**config.mk**
```make
export PLATFORM = sky130hd
export DESIGN_NAME = permission_table_top
export DESIGN_NICKNAME = d
export VERILOG_FILES = /design/src/hdl/pt_pkg.sv /design/src/hdl/permission_table_top.sv
export SDC_FILE = /design/constraint.sdc
export NUM_CORES = 2
export LEC_CHECK = 0
export BUFFER_PORTS_ARGS = -buffer_cell sky130_fd_sc_hd__buf_2
export CORE_MARGIN = 2
export CORE_UTILIZATION = 25
export CTS_CLUSTER_SIZE = 40
export DETAILED_ROUTE_END_ITERATION = 7
export MAX_ROUTING_LAYER = met4
export SLEW_MARGIN = 20
export SYNTH_ARGS = -nofsm -noshare
export SYNTH_HDL_FRONTEND = slang
export SYNTH_SLANG_ARGS = --single-unit
```
**constraint.sdc**
```tcl
create_clock -name i_clk -period 5.5 [get_ports i_clk]
set_clock_uncertainty 0.05 [all_clocks]
set_input_delay 1.1 -clock i_clk [delete_from_list [all_inputs] [get_ports i_clk]]
set_output_delay 1.1 -clock i_clk [all_outputs]
set_load 0.05 [all_outputs]
```
**src/hdl/pt_pkg.sv**
```systemverilog
// ----------------------------------------------------------------------------
// pt_pkg
// Shared types and constants for the permission table.
// ----------------------------------------------------------------------------
`default_nettype none

package pt_pkg;

    localparam int TABLE_ENTRIES = 16;
    localparam int IDX_W         = (TABLE_ENTRIES > 1) ? $clog2(TABLE_ENTRIES) : 1;

    typedef enum logic [3:0] {
        REQ_INIT       = 4'd0,
        REQ_CLEAR      = 4'd1,
        REQ_ADD        = 4'd2,
        REQ_REMOVE     = 4'd3,
        REQ_CHECK      = 4'd4,
        REQ_SET_PERM   = 4'd5,
        REQ_OR_PERM    = 4'd6,
        REQ_CLEAR_BITS = 4'd7,
        REQ_SET_QUOTA  = 4'd8,
        REQ_READ       = 4'd9
    } t_req;

    typedef enum logic [2:0] {
        ST_OK        = 3'd0,
        ST_DENIED    = 3'd1,
        ST_NOT_FOUND = 3'd2,
        ST_EXISTS    = 3'd3,
        ST_FULL      = 3'd4,
        ST_NOT_INIT  = 3'd5
    } t_status;

    typedef logic [IDX_W-1:0] t_idx;

endpackage : pt_pkg

`default_nettype wire

```
**src/hdl/permission_table_top.sv**
```systemverilog
// ----------------------------------------------------------------------------
// permission_table_top
// Identifier-keyed table of permission masks and quotas, searched one slot
// per cycle by a single shared comparator.
//
//   channel   handshake          fields                                dir
//   request   i_valid o_ready    i_req_type i_module_id i_value        in
//   result    o_valid i_ready    o_status o_perm_out o_quota_out       out
//
// init, clear, unknown codes and requests on an uninitialised table are
// answered from S_EXEC; table requests go on from S_EXEC to S_SCAN, which
// reads slots in order until a hit or slot TABLE_ENTRIES - 1 (a miss, or an
// add with no match); o_ready rises with o_valid.
// reset clears the ready flag and every slot-used bit; no clearing pass.
// a result waiting on i_ready holds the next request in its first step.
// ----------------------------------------------------------------------------
`default_nettype none

module permission_table_top
    import pt_pkg::*;
(
    input  wire logic        i_clk,
    input  wire logic        i_rst_n,
    input  wire logic        i_valid,
    output logic             o_ready,
    input  wire logic [3:0]  i_req_type,
    input  wire logic [31:0] i_module_id,
    input  wire logic [31:0] i_value,
    output logic             o_valid,
    input  wire logic        i_ready,
    output logic [2:0]       o_status,
    output logic [31:0]      o_perm_out,
    output logic [31:0]      o_quota_out
);

    typedef enum logic [1:0] {
        S_IDLE,
        S_EXEC,
        S_SCAN
    } t_state;

    localparam t_idx LAST_IDX = t_idx'(TABLE_ENTRIES - 1);

    t_state                   r_state, n_state;
    t_req                     r_req;
    logic [31:0]              r_id, r_val;
    logic                     r_table_ready, n_table_ready;
    logic [TABLE_ENTRIES-1:0] r_used, n_used;
    t_idx                     r_idx, n_idx;
    logic                     r_issue, n_issue;
    logic                     r_rd_vld, n_rd_vld;
    t_idx                     r_rd_idx, n_rd_idx;
    logic [31:0]              r_rd_id, r_rd_perm, r_rd_quota;
    logic                     r_free_found, n_free_found;
    t_idx                     r_free_idx, n_free_idx;
    logic                     r_o_valid, n_o_valid;
    t_status                  r_o_status, n_o_status;
    logic [31:0]              r_o_perm, n_o_perm;
    logic [31:0]              r_o_quota, n_o_quota;

    logic [31:0] m_id    [TABLE_ENTRIES];
    logic [31:0] m_perm  [TABLE_ENTRIES];
    logic [31:0] m_quota [TABLE_ENTRIES];

    logic        rd_en;
    logic        we_id, we_perm, we_quota;
    t_idx        w_idx;
    logic [31:0] w_perm, w_quota;

    logic        accept, can_out, hit, last, fin, adv, free_now, free_any;
    t_idx        free_sel;

    assign o_ready     = (r_state == S_IDLE);
    assign accept      = i_valid && o_ready;
    assign o_valid     = r_o_valid;
    assign o_status    = r_o_status;
    assign o_perm_out  = r_o_perm;
    assign o_quota_out = r_o_quota;

    assign can_out  = !r_o_valid || i_ready;
    assign hit      = r_rd_vld && r_used[r_rd_idx] && (r_rd_id == r_id);
    assign last     = r_rd_vld && (r_rd_idx == LAST_IDX);
    assign fin      = (r_state == S_SCAN) && (hit || last);
    assign adv      = !fin || can_out;
    assign free_now = r_rd_vld && !r_used[r_rd_idx];
    assign free_any = r_free_found || free_now;
    assign free_sel = r_free_found ? r_free_idx : r_rd_idx;

    always_comb begin
        n_state       = r_state;
        n_table_ready = r_table_ready;
        n_used        = r_used;
        n_idx         = r_idx;
        n_issue       = r_issue;
        n_rd_vld      = r_rd_vld;
        n_rd_idx      = r_rd_idx;
        n_free_found  = r_free_found;
        n_free_idx    = r_free_idx;
        n_o_valid     = r_o_valid && !i_ready;
        n_o_status    = r_o_status;
        n_o_perm      = r_o_perm;
        n_o_quota     = r_o_quota;
        rd_en         = 1'b0;
        we_id         = 1'b0;
        we_perm       = 1'b0;
        we_quota      = 1'b0;
        w_idx         = r_rd_idx;
        w_perm        = r_val;
        w_quota       = r_val;

        case (r_state)
            S_IDLE: begin
                if (accept) begin
                    n_state = S_EXEC;
                end
            end
            S_EXEC: begin
                if (can_out) begin
                    n_o_status = ST_OK;
                    n_o_perm   = '0;
                    n_o_quota  = '0;
                    n_o_valid  = 1'b1;
                    n_state    = S_IDLE;
                    case (r_req)
                        REQ_INIT: begin
                            if (!r_table_ready) begin
                                n_used        = '0;
                                n_table_ready = 1'b1;
                            end
                        end
                        REQ_CLEAR: begin
                            n_used        = '0;
                            n_table_ready = 1'b0;
                        end
                        REQ_ADD, REQ_REMOVE, REQ_CHECK, REQ_SET_PERM, REQ_OR_PERM,
                        REQ_CLEAR_BITS, REQ_SET_QUOTA, REQ_READ: begin
                            if (!r_table_ready) begin
                                n_o_status = (r_req == REQ_ADD || r_req == REQ_REMOVE)
                                             ? ST_NOT_INIT : ST_NOT_FOUND;
                            end else begin
                                n_o_valid    = r_o_valid && !i_ready;
                                n_state      = S_SCAN;
                                n_idx        = '0;
                                n_issue      = 1'b1;
                                n_rd_vld     = 1'b0;
                                n_free_found = 1'b0;
                            end
                        end
                        default: begin
                        end
                    endcase
                end
            end
            S_SCAN: begin
                if (adv) begin
                    rd_en    = r_issue;
                    n_rd_vld = r_issue;
                    n_rd_idx = r_idx;
                    if (r_issue) begin
                        n_idx   = r_idx + t_idx'(1);
                        n_issue = (r_idx != LAST_IDX);
                    end
                    if (free_now && !r_free_found) begin
                        n_free_found = 1'b1;
                        n_free_idx   = r_rd_idx;
                    end
                end
                if (fin && can_out) begin
                    n_state    = S_IDLE;
                    n_rd_vld   = 1'b0;
                    n_issue    = 1'b0;
                    n_o_valid  = 1'b1;
                    n_o_status = ST_OK;
                    n_o_perm   = '0;
                    n_o_quota  = '0;
                    if (hit) begin
                        case (r_req)
                            REQ_ADD:        n_o_status = ST_EXISTS;
                            REQ_REMOVE:     n_used[r_rd_idx] = 1'b0;
                            REQ_CHECK: begin
                                n_o_status = ((r_rd_perm & r_val) == r_val)
                                             ? ST_OK : ST_DENIED;
                            end
                            REQ_SET_PERM: begin
                                we_perm = 1'b1;
                                w_perm  = r_val;
                            end
                            REQ_OR_PERM: begin
                                we_perm = 1'b1;
                                w_perm  = r_rd_perm | r_val;
                            end
                            REQ_CLEAR_BITS: begin
                                we_perm = 1'b1;
                                w_perm  = r_rd_perm & ~r_val;
                            end
                            REQ_SET_QUOTA: begin
                                we_quota = 1'b1;
                                w_quota  = r_val;
                            end
                            REQ_READ: begin
                                n_o_perm  = r_rd_perm;
                                n_o_quota = r_rd_quota;
                            end
                            default: begin
                            end
                        endcase
                    end else if (r_req == REQ_ADD) begin
                        if (free_any) begin
                            we_id            = 1'b1;
                            we_perm          = 1'b1;
                            we_quota         = 1'b1;
                            w_idx            = free_sel;
                            w_perm           = r_val;
                            w_quota          = '0;
                            n_used[free_sel] = 1'b1;
                        end else begin
                            n_o_status = ST_FULL;
                        end
                    end else begin
                        n_o_status = ST_NOT_FOUND;
                    end
                end
            end
            default: begin
                n_state = S_IDLE;
            end
        endcase
    end

    always_ff @(posedge i_clk) begin
        if (!i_rst_n) begin
            r_state       <= S_IDLE;
            r_table_ready <= 1'b0;
            r_used        <= '0;
            r_issue       <= 1'b0;
            r_rd_vld      <= 1'b0;
            r_free_found  <= 1'b0;
            r_o_valid     <= 1'b0;
            r_o_status    <= ST_OK;
            r_o_perm      <= '0;
            r_o_quota     <= '0;
        end else begin
            r_state       <= n_state;
            r_table_ready <= n_table_ready;
            r_used        <= n_used;
            r_issue       <= n_issue;
            r_rd_vld      <= n_rd_vld;
            r_free_found  <= n_free_found;
            r_o_valid     <= n_o_valid;
            r_o_status    <= n_o_status;
            r_o_perm      <= n_o_perm;
            r_o_quota     <= n_o_quota;
        end
    end

    // request capture and search pointers
    always_ff @(posedge i_clk) begin
        if (accept) begin
            r_req <= t_req'(i_req_type);
            r_id  <= i_module_id;
            r_val <= i_value;
        end
        r_idx      <= n_idx;
        r_rd_idx   <= n_rd_idx;
        r_free_idx <= n_free_idx;
    end

    // slot memories
    always_ff @(posedge i_clk) begin
        if (rd_en) begin
            r_rd_id    <= m_id[r_idx];
            r_rd_perm  <= m_perm[r_idx];
            r_rd_quota <= m_quota[r_idx];
        end
        if (we_id) begin
            m_id[w_idx] <= r_id;
        end
        if (we_perm) begin
            m_perm[w_idx] <= w_perm;
        end
        if (we_quota) begin
            m_quota[w_idx] <= w_quota;
        end
    end

    a_busy_after_transfer: assert property (@(posedge i_clk) disable iff (!i_rst_n)
        accept |=> !o_ready)
        else $error("request taken while busy");

    a_uninit_empty: assert property (@(posedge i_clk) disable iff (!i_rst_n)
        !r_table_ready |-> (r_used == '0))
        else $error("slot in use on uninitialised table");

    a_data_only_ok: assert property (@(posedge i_clk) disable iff (!i_rst_n)
        (o_valid && o_status != ST_OK) |-> (o_perm_out == '0 && o_quota_out == '0))
        else $error("data on failed request");

    a_rd_in_scan: assert property (@(posedge i_clk) disable iff (!i_rst_n)
        r_rd_vld |-> (r_state == S_SCAN))
        else $error("slot read outside search");

    a_used_stable_scan: assert property (@(posedge i_clk) disable iff (!i_rst_n)
        (r_state == S_SCAN && !fin) |=> $stable(r_used))
        else $error("slot use changed mid-search");

endmodule : permission_table_top

`default_nettype wire
```
# Yosys cells after proc, flatten, opt, wreduce, memory -nomap -nowiden
# Memories as Yosys holds them, arrays and structs flattened. A register that Yosys moved wholly into a read port is not among the register bits.
# Cells that the tools add are included.
# op_classes
n_addsub,1
magnitude_cmp,4
eq_ne,29
muxes,105
n_bitwise,7
n_reduce_logical,36
# op_table
cell,n
2-to-1 mux 32 bit,15
one-hot mux 32 bit (2 select lines),3
2-to-1 mux 16 bit,7
bitwise AND 32 bit,2
== test 32 bit,2
one-hot mux 16 bit (2 select lines),2
2-to-1 mux 4 bit,11
2-to-1 mux 1 bit,42
NOT 32 bit,1
bitwise OR 32 bit,1
2-to-1 mux 3 bit,8
bitwise AND 16 bit,1
== test 4 x 3 -> 1 bit (second input constant),4
NOT 16 bit,1
bitwise OR 16 bit,1
== test 4 bit (second input constant),3
AND reduction 3 bit,4
AND reduction 6 bit,2
logical AND 1 bit,11
less-than comparator 4 x 5 -> 1 bit (second input constant),2
2-to-1 mux 2 bit,5
inequality test 2 bit (second input constant),5
one-hot mux 1 bit (2 select lines),5
inequality test 3 x 2 -> 1 bit (second input constant),3
26 further kinds,41
# totals
regBits,170
mem_bits_rw,1536
inputBits,72
out_inout_bits,69
word_cells,201
mem_count,3
# mem_list
memory,depth,word_bits,rd,rd_clocked_by_memory_dff,wr,line,rtl
m_id,16,32,1,1,1,permission_table_top.sv:61,logic [31:0] m_id [TABLE_ENTRIES];
m_perm,16,32,1,1,1,permission_table_top.sv:62,logic [31:0] m_perm [TABLE_ENTRIES];
m_quota,16,32,1,1,1,permission_table_top.sv:63,logic [31:0] m_quota [TABLE_ENTRIES];

# Longest topological paths before layout
# depth
ltp_word,12
depth_mapped,12
depth_no_buf,9

# Worst setup path before layout
# Ideal clock, no wire load.
# synth_timing
path_type,reg2reg
from,reg r_id[30]
to,mem m_id[15][0] (enable)
setup_ns,0.501
arrival_time_ns,5.331
t_required_ns,4.949
setup_slack_ns,-0.383
path_stages_with_launch,8
n_path_buf,0
period_less_slack_ns,5.883
cell_sequence,edfxtp_1 xor2_1 or4_1 or4_4 nor2_2 nor4_1 mux2_2 nor4_1
# synth_via
elab_chain_cells,9
elab_cells_between_ends,13
classes_between,eq/ne (1); mux (8); reduce/logical (4)
# synth_lines
element,line,rtl
start: declaration,permission_table_top.sv:46,"logic [31:0] r_id, r_val;"
start signal: assignment,permission_table_top.sv:260,r_id <= i_module_id;
== test 32 bit (*),permission_table_top.sv:81,assign hit = r_rd_vld && r_used[r_rd_idx] && (r_rd_id == r_id);
logical AND 1 bit (*),permission_table_top.sv:81,
logical OR 1 bit,permission_table_top.sv:83,assign fin = (r_state == S_SCAN) && (hit || last);
logical AND 1 bit,permission_table_top.sv:83,
logical AND 1 bit,permission_table_top.sv:168,if (fin && can_out) begin
2-to-1 mux 1 bit,permission_table_top.sv:168,
2-to-1 mux 1 bit,permission_table_top.sv:111,case (r_state)
2-to-1 mux 1 bit,permission_table_top.sv:275,if (we_id) begin
2-to-1 mux 1 bit (not written as such),permission_table_top.sv:276,m_id[w_idx] <= r_id;
end: declaration,permission_table_top.sv:61,
# Mark *: on every way between the ends. The rest lies on a longest branch, timed or not.

# Final worst setup path
# layout_timing
from,reg r_rd_idx[3]
to,mem m_id[15][8] (enable)
# layout_via
elab_chain_cells,12
elab_cells_between_ends,25
classes_between,eq/ne (1); mux (15); reduce/logical (9)
# layout_lines
element,line,rtl
start: declaration,permission_table_top.sv:52,"t_idx r_rd_idx, n_rd_idx;"
start signal: assignment,permission_table_top.sv:264,r_rd_idx <= n_rd_idx;
binary-select mux 1 bit (select 4 bit),"permission_table_top.sv:81, permission_table_top.sv:85",
2-to-1 mux 1 bit (not written as such),"permission_table_top.sv:81, permission_table_top.sv:85",
zero test 1 bit,permission_table_top.sv:85,assign free_now = r_rd_vld && !r_used[r_rd_idx];
logical AND 1 bit,permission_table_top.sv:85,
logical OR 1 bit,permission_table_top.sv:86,assign free_any = r_free_found || free_now;
2-to-1 mux 1 bit,permission_table_top.sv:208,if (free_any) begin
2-to-1 mux 1 bit,permission_table_top.sv:207,end else if (r_req == REQ_ADD) begin
2-to-1 mux 1 bit,permission_table_top.sv:176,if (hit) begin
2-to-1 mux 1 bit,permission_table_top.sv:168,
2-to-1 mux 1 bit,permission_table_top.sv:111,
2-to-1 mux 1 bit,permission_table_top.sv:275,
2-to-1 mux 1 bit (not written as such),permission_table_top.sv:276,
# Parallel ways exist; a longest one is shown, timed or not. The select of a mux whose other input is x is not followed.

==> impl_metrics.yaml <==
run_status:
  status: "completed"
floorplanning:
  chipWidth_um: 529
  boundaryPins: 141
  core_um2: 274000
  row_count: 192
  die_area_um2: 279000
  start_util_pct: 25.1
  die_h_um: 529
timing:
  finalHoldViolCount: 0
  rsz0062_at_grt: "false"
  worstMarginPinSlew_ns: 1.12
  setup_ws_ns: 0.626
  drv_slew: 0
  timing.final.crit_share_pct: 88.6
  fin_crit_ns: 4.87
  tns_ns: 0
  setup_viol: 0
  max_freq_ghz: 0.205
  max_slew_margin_pct: 25.5
synth:
  syn_nets: 3260
  async_flop_share_pct: 0
  synth-seq-cells: 1802
  synth_edf_count: 1712
  synthFlopType: "edfxtp_1"
  netlist_instances: 3184
  synth_cell_types: 75
  mappedNetlistArea_um2: 68800
  yosysSeqAreaShare_pct: 77.3
  yosysWarnings: 0
  syn_area_per_cell_um2: 21.6
setup_path:
  worst-path-max-fanout: 32
  worstSetupPathType: "flip-flop to flip-flop"
  cp.arrival_ns: 5.24
  crit_required_ns: 5.87
  setup.worst_path.start_class: "flip-flop"
  end_kind: "flip-flop"
routing:
  via_per_inst: 4.56
  dr.first_iter.drc_count: 3472
  dr_total_vias: 32700
  wirelength_um: 167000
  drc: 0
  wire_per_inst_um: 23.3
  drtPass1Iterations: 5
  ant_nets: 0
place:
  dp_hpwl_um: 94400
  port_buffers: 140
  dp_slack_ns: 0.709
  dp_cells: 6847
  placed_area_um2: 74600
  place_congestion: 0.881
clock_tree:
  cts_tree: "built"
  cts_setup_buffers: 0
  cts.sinks: 1802
  cts_resized: 0
  cts_buffers: 174
  cts.reportedPaths.clkPinSlew_ns: 0.06
  ctsHoldBuffers: 0
  clk_path_buf_depth: 3
  root_buffer: "clkbuf_16"
  clock_latency_ns: 0.84
  htree_num_levels: 4
final_layout:
  drive_above_1_share_pct: 30.0
  finish.instance_area_um2: 80700
  area_growth_pct: 17.3
  nets: 3511
  seqCellArea_um2: 53200
  instances_no_fill: 7181
  multi_input_area_um2: 15000
  fillers: 26300
run:
  cap_violations: 0
global_routing:
  grt_antenna_before_repair: 19
  grt_pass1_wl_um: 241000
  track_usage_pct: 12.2
  grt_pass1_vias: 33800
  overflow: 0
  grt_max_degree: 84
power_and_ir_drop:
  p_per_area_nw_per_um2: 355
  ir_drop_v: 0.000316
  p_leak_nw: 24.5
worst_hold_path:
  hp-class: "input pin to flip-flop"
## Yosys cell counts (3+ instances only)
cell / instances / area share [%]
or4_1: 4 / 0.044
o211ai_1: 7 / 0.076
and3_1: 5 / 0.045
ha_1: 4 / 0.073
nor4_1: 11 / 0.10
a41oi_1: 3 / 0.038
mux2_2: 3 / 0.049
nand3_1: 81 / 0.59
clkbuf_1: 109 / 0.59
or3_1: 4 / 0.036
dfxtp_1: 90 / 2.6
nor3b_1: 5 / 0.055
buf_4: 9 / 0.098
nand2b_1: 22 / 0.20
buf_1: 30 / 0.16
nor3_1: 52 / 0.38
and4_1: 3 / 0.038
o31ai_1: 4 / 0.044
edfxtp_1: 1712 / 75
buf_6: 3 / 0.049
xnor2_1: 14 / 0.18
nand4_1: 16 / 0.15
nand2_1: 101 / 0.55
nor2_1: 67 / 0.37
nor2b_1: 7 / 0.064
xor2_1: 16 / 0.20
o22ai_1: 19 / 0.17
o221ai_1: 5 / 0.064
mux2i_1: 3 / 0.044
o2111ai_1: 4 / 0.051
a21oi_2: 9 / 0.11
a21oi_1: 136 / 0.99
o21ai_0: 16 / 0.12
a211oi_1: 5 / 0.055
mux4_2: 481 / 16
inv_1: 40 / 0.22
buf_2: 25 / 0.18
and2_1: 13 / 0.12
## where the power goes
group          switching [mW]  internal, mW  leakage [nW]
clock                    5.24          7.29          2.96
combinational           0.564         0.398          5.41
sequential              0.110          15.1          16.1
## stage by stage
stage                     power [mW]  util, %  hold slack (ns)
after floorplan                 16.1        -            0.374
after global placement          16.4     27.3            0.387
after detailed placement        16.5     27.3            0.394
after CTS                       29.0     29.5            0.298
after global routing            29.5     29.5            0.344
final                           28.7     29.5            0.381
## cells in the final DEF (no fill, tap or decap), drive strengths merged, types with 7 or more instances in the layout
master  synthesis  layout
edfxtp       1712    1712
mux4          481     481
buf            68     252
clkbuf        109     216
a21oi         145     145
nand2         101     101
dfxtp          90      90
nand3          81      81
clkinv          0      75
nor2           68      68
nor3           53      53
inv            41      47
bufinv          0      26
nand2b         22      22
o21ai          20      20
o22ai          19      19
xor2           16      16
nand4          16      16
xnor2          14      14
and2           13      13
nor4           12      12
diode           0       7
nor2b           7       7
o211ai          7       7
## layout make-up
type	instances	share of cell area, %
tap	3589	5.56
antenna	7	0.0217
inverter	41	0.191
sequential	1802	65.9
clock buffer	216	5.76
clock inverter	110	1.79
timing repair buffer	252	2.18
multi-input combinational	1164	18.6
## worst max-delay path, stage by stage, from the launching register on
cell and delay (ns):
edfxtp_1 0.66, nand2_1 0.40, nor2_1 0.20, nor4_1 0.50, nand4_1 0.35, nor2_2 0.61
buf_4 0.30, nor4_1 0.07, mux2_2 0.46, nor4_4 0.25, buf_4 0.61
## path summary, 6_finish.rpt
path | startpoint | end | slack, ns | cells past startpoint
min reg2reg | o_quota_out[7] | o_quota_out[7] | 0.40 | 2
max reg2reg | r_rd_idx[3] | m_id[15][8] | 0.63 | 10
min | i_value[31] | r_val[31] | 0.38 | 1
max | r_rd_idx[3] | m_id[15][8] | 0.63 | 10
## cell families (layout without fill, tap and decap cells)
family / count (synthesis) / count (layout) / synth area share (%)
other: 0 / 7 / 0
and+or+nand+nor: 407 / 407 / 2.95
adders and majority gates: 4 / 4 / 0.0727
DFF: 1802 / 1802 / 77.3
muxes: 488 / 488 / 15.9
AOI/OAI and AO/OA: 235 / 235 / 2.08
xor gates and xnor gates: 30 / 30 / 0.382
buffers and inverters: 218 / 619 / 1.33
## per-layer routing
layer | up-vias | track usage [%] | part of all wire (%)
met5 | - | - | 0
li1 | 13800 | - | -
met1 | 17600 | 15.1 | 41
met2 | 1079 | 19.9 | 50
met4 | 0 | 4.83 | 3.7
met3 | 270 | 1.83 | 5.3
## sequential cells by signal (all words and copies together), names as in the netlist, 16 cells and up
| register | count |
|---|---|
| r_rd_id | 32 |
| m_id | 512 |
| r_rd_quota | 32 |
| r_used | 16 |
| r_id | 32 |
| r_val | 32 |
| m_quota | 512 |
| m_perm | 512 |
| o_perm_out | 32 |
| o_quota_out | 32 |
| r_rd_perm | 32 |
Power figures use the tool's default switching activity.
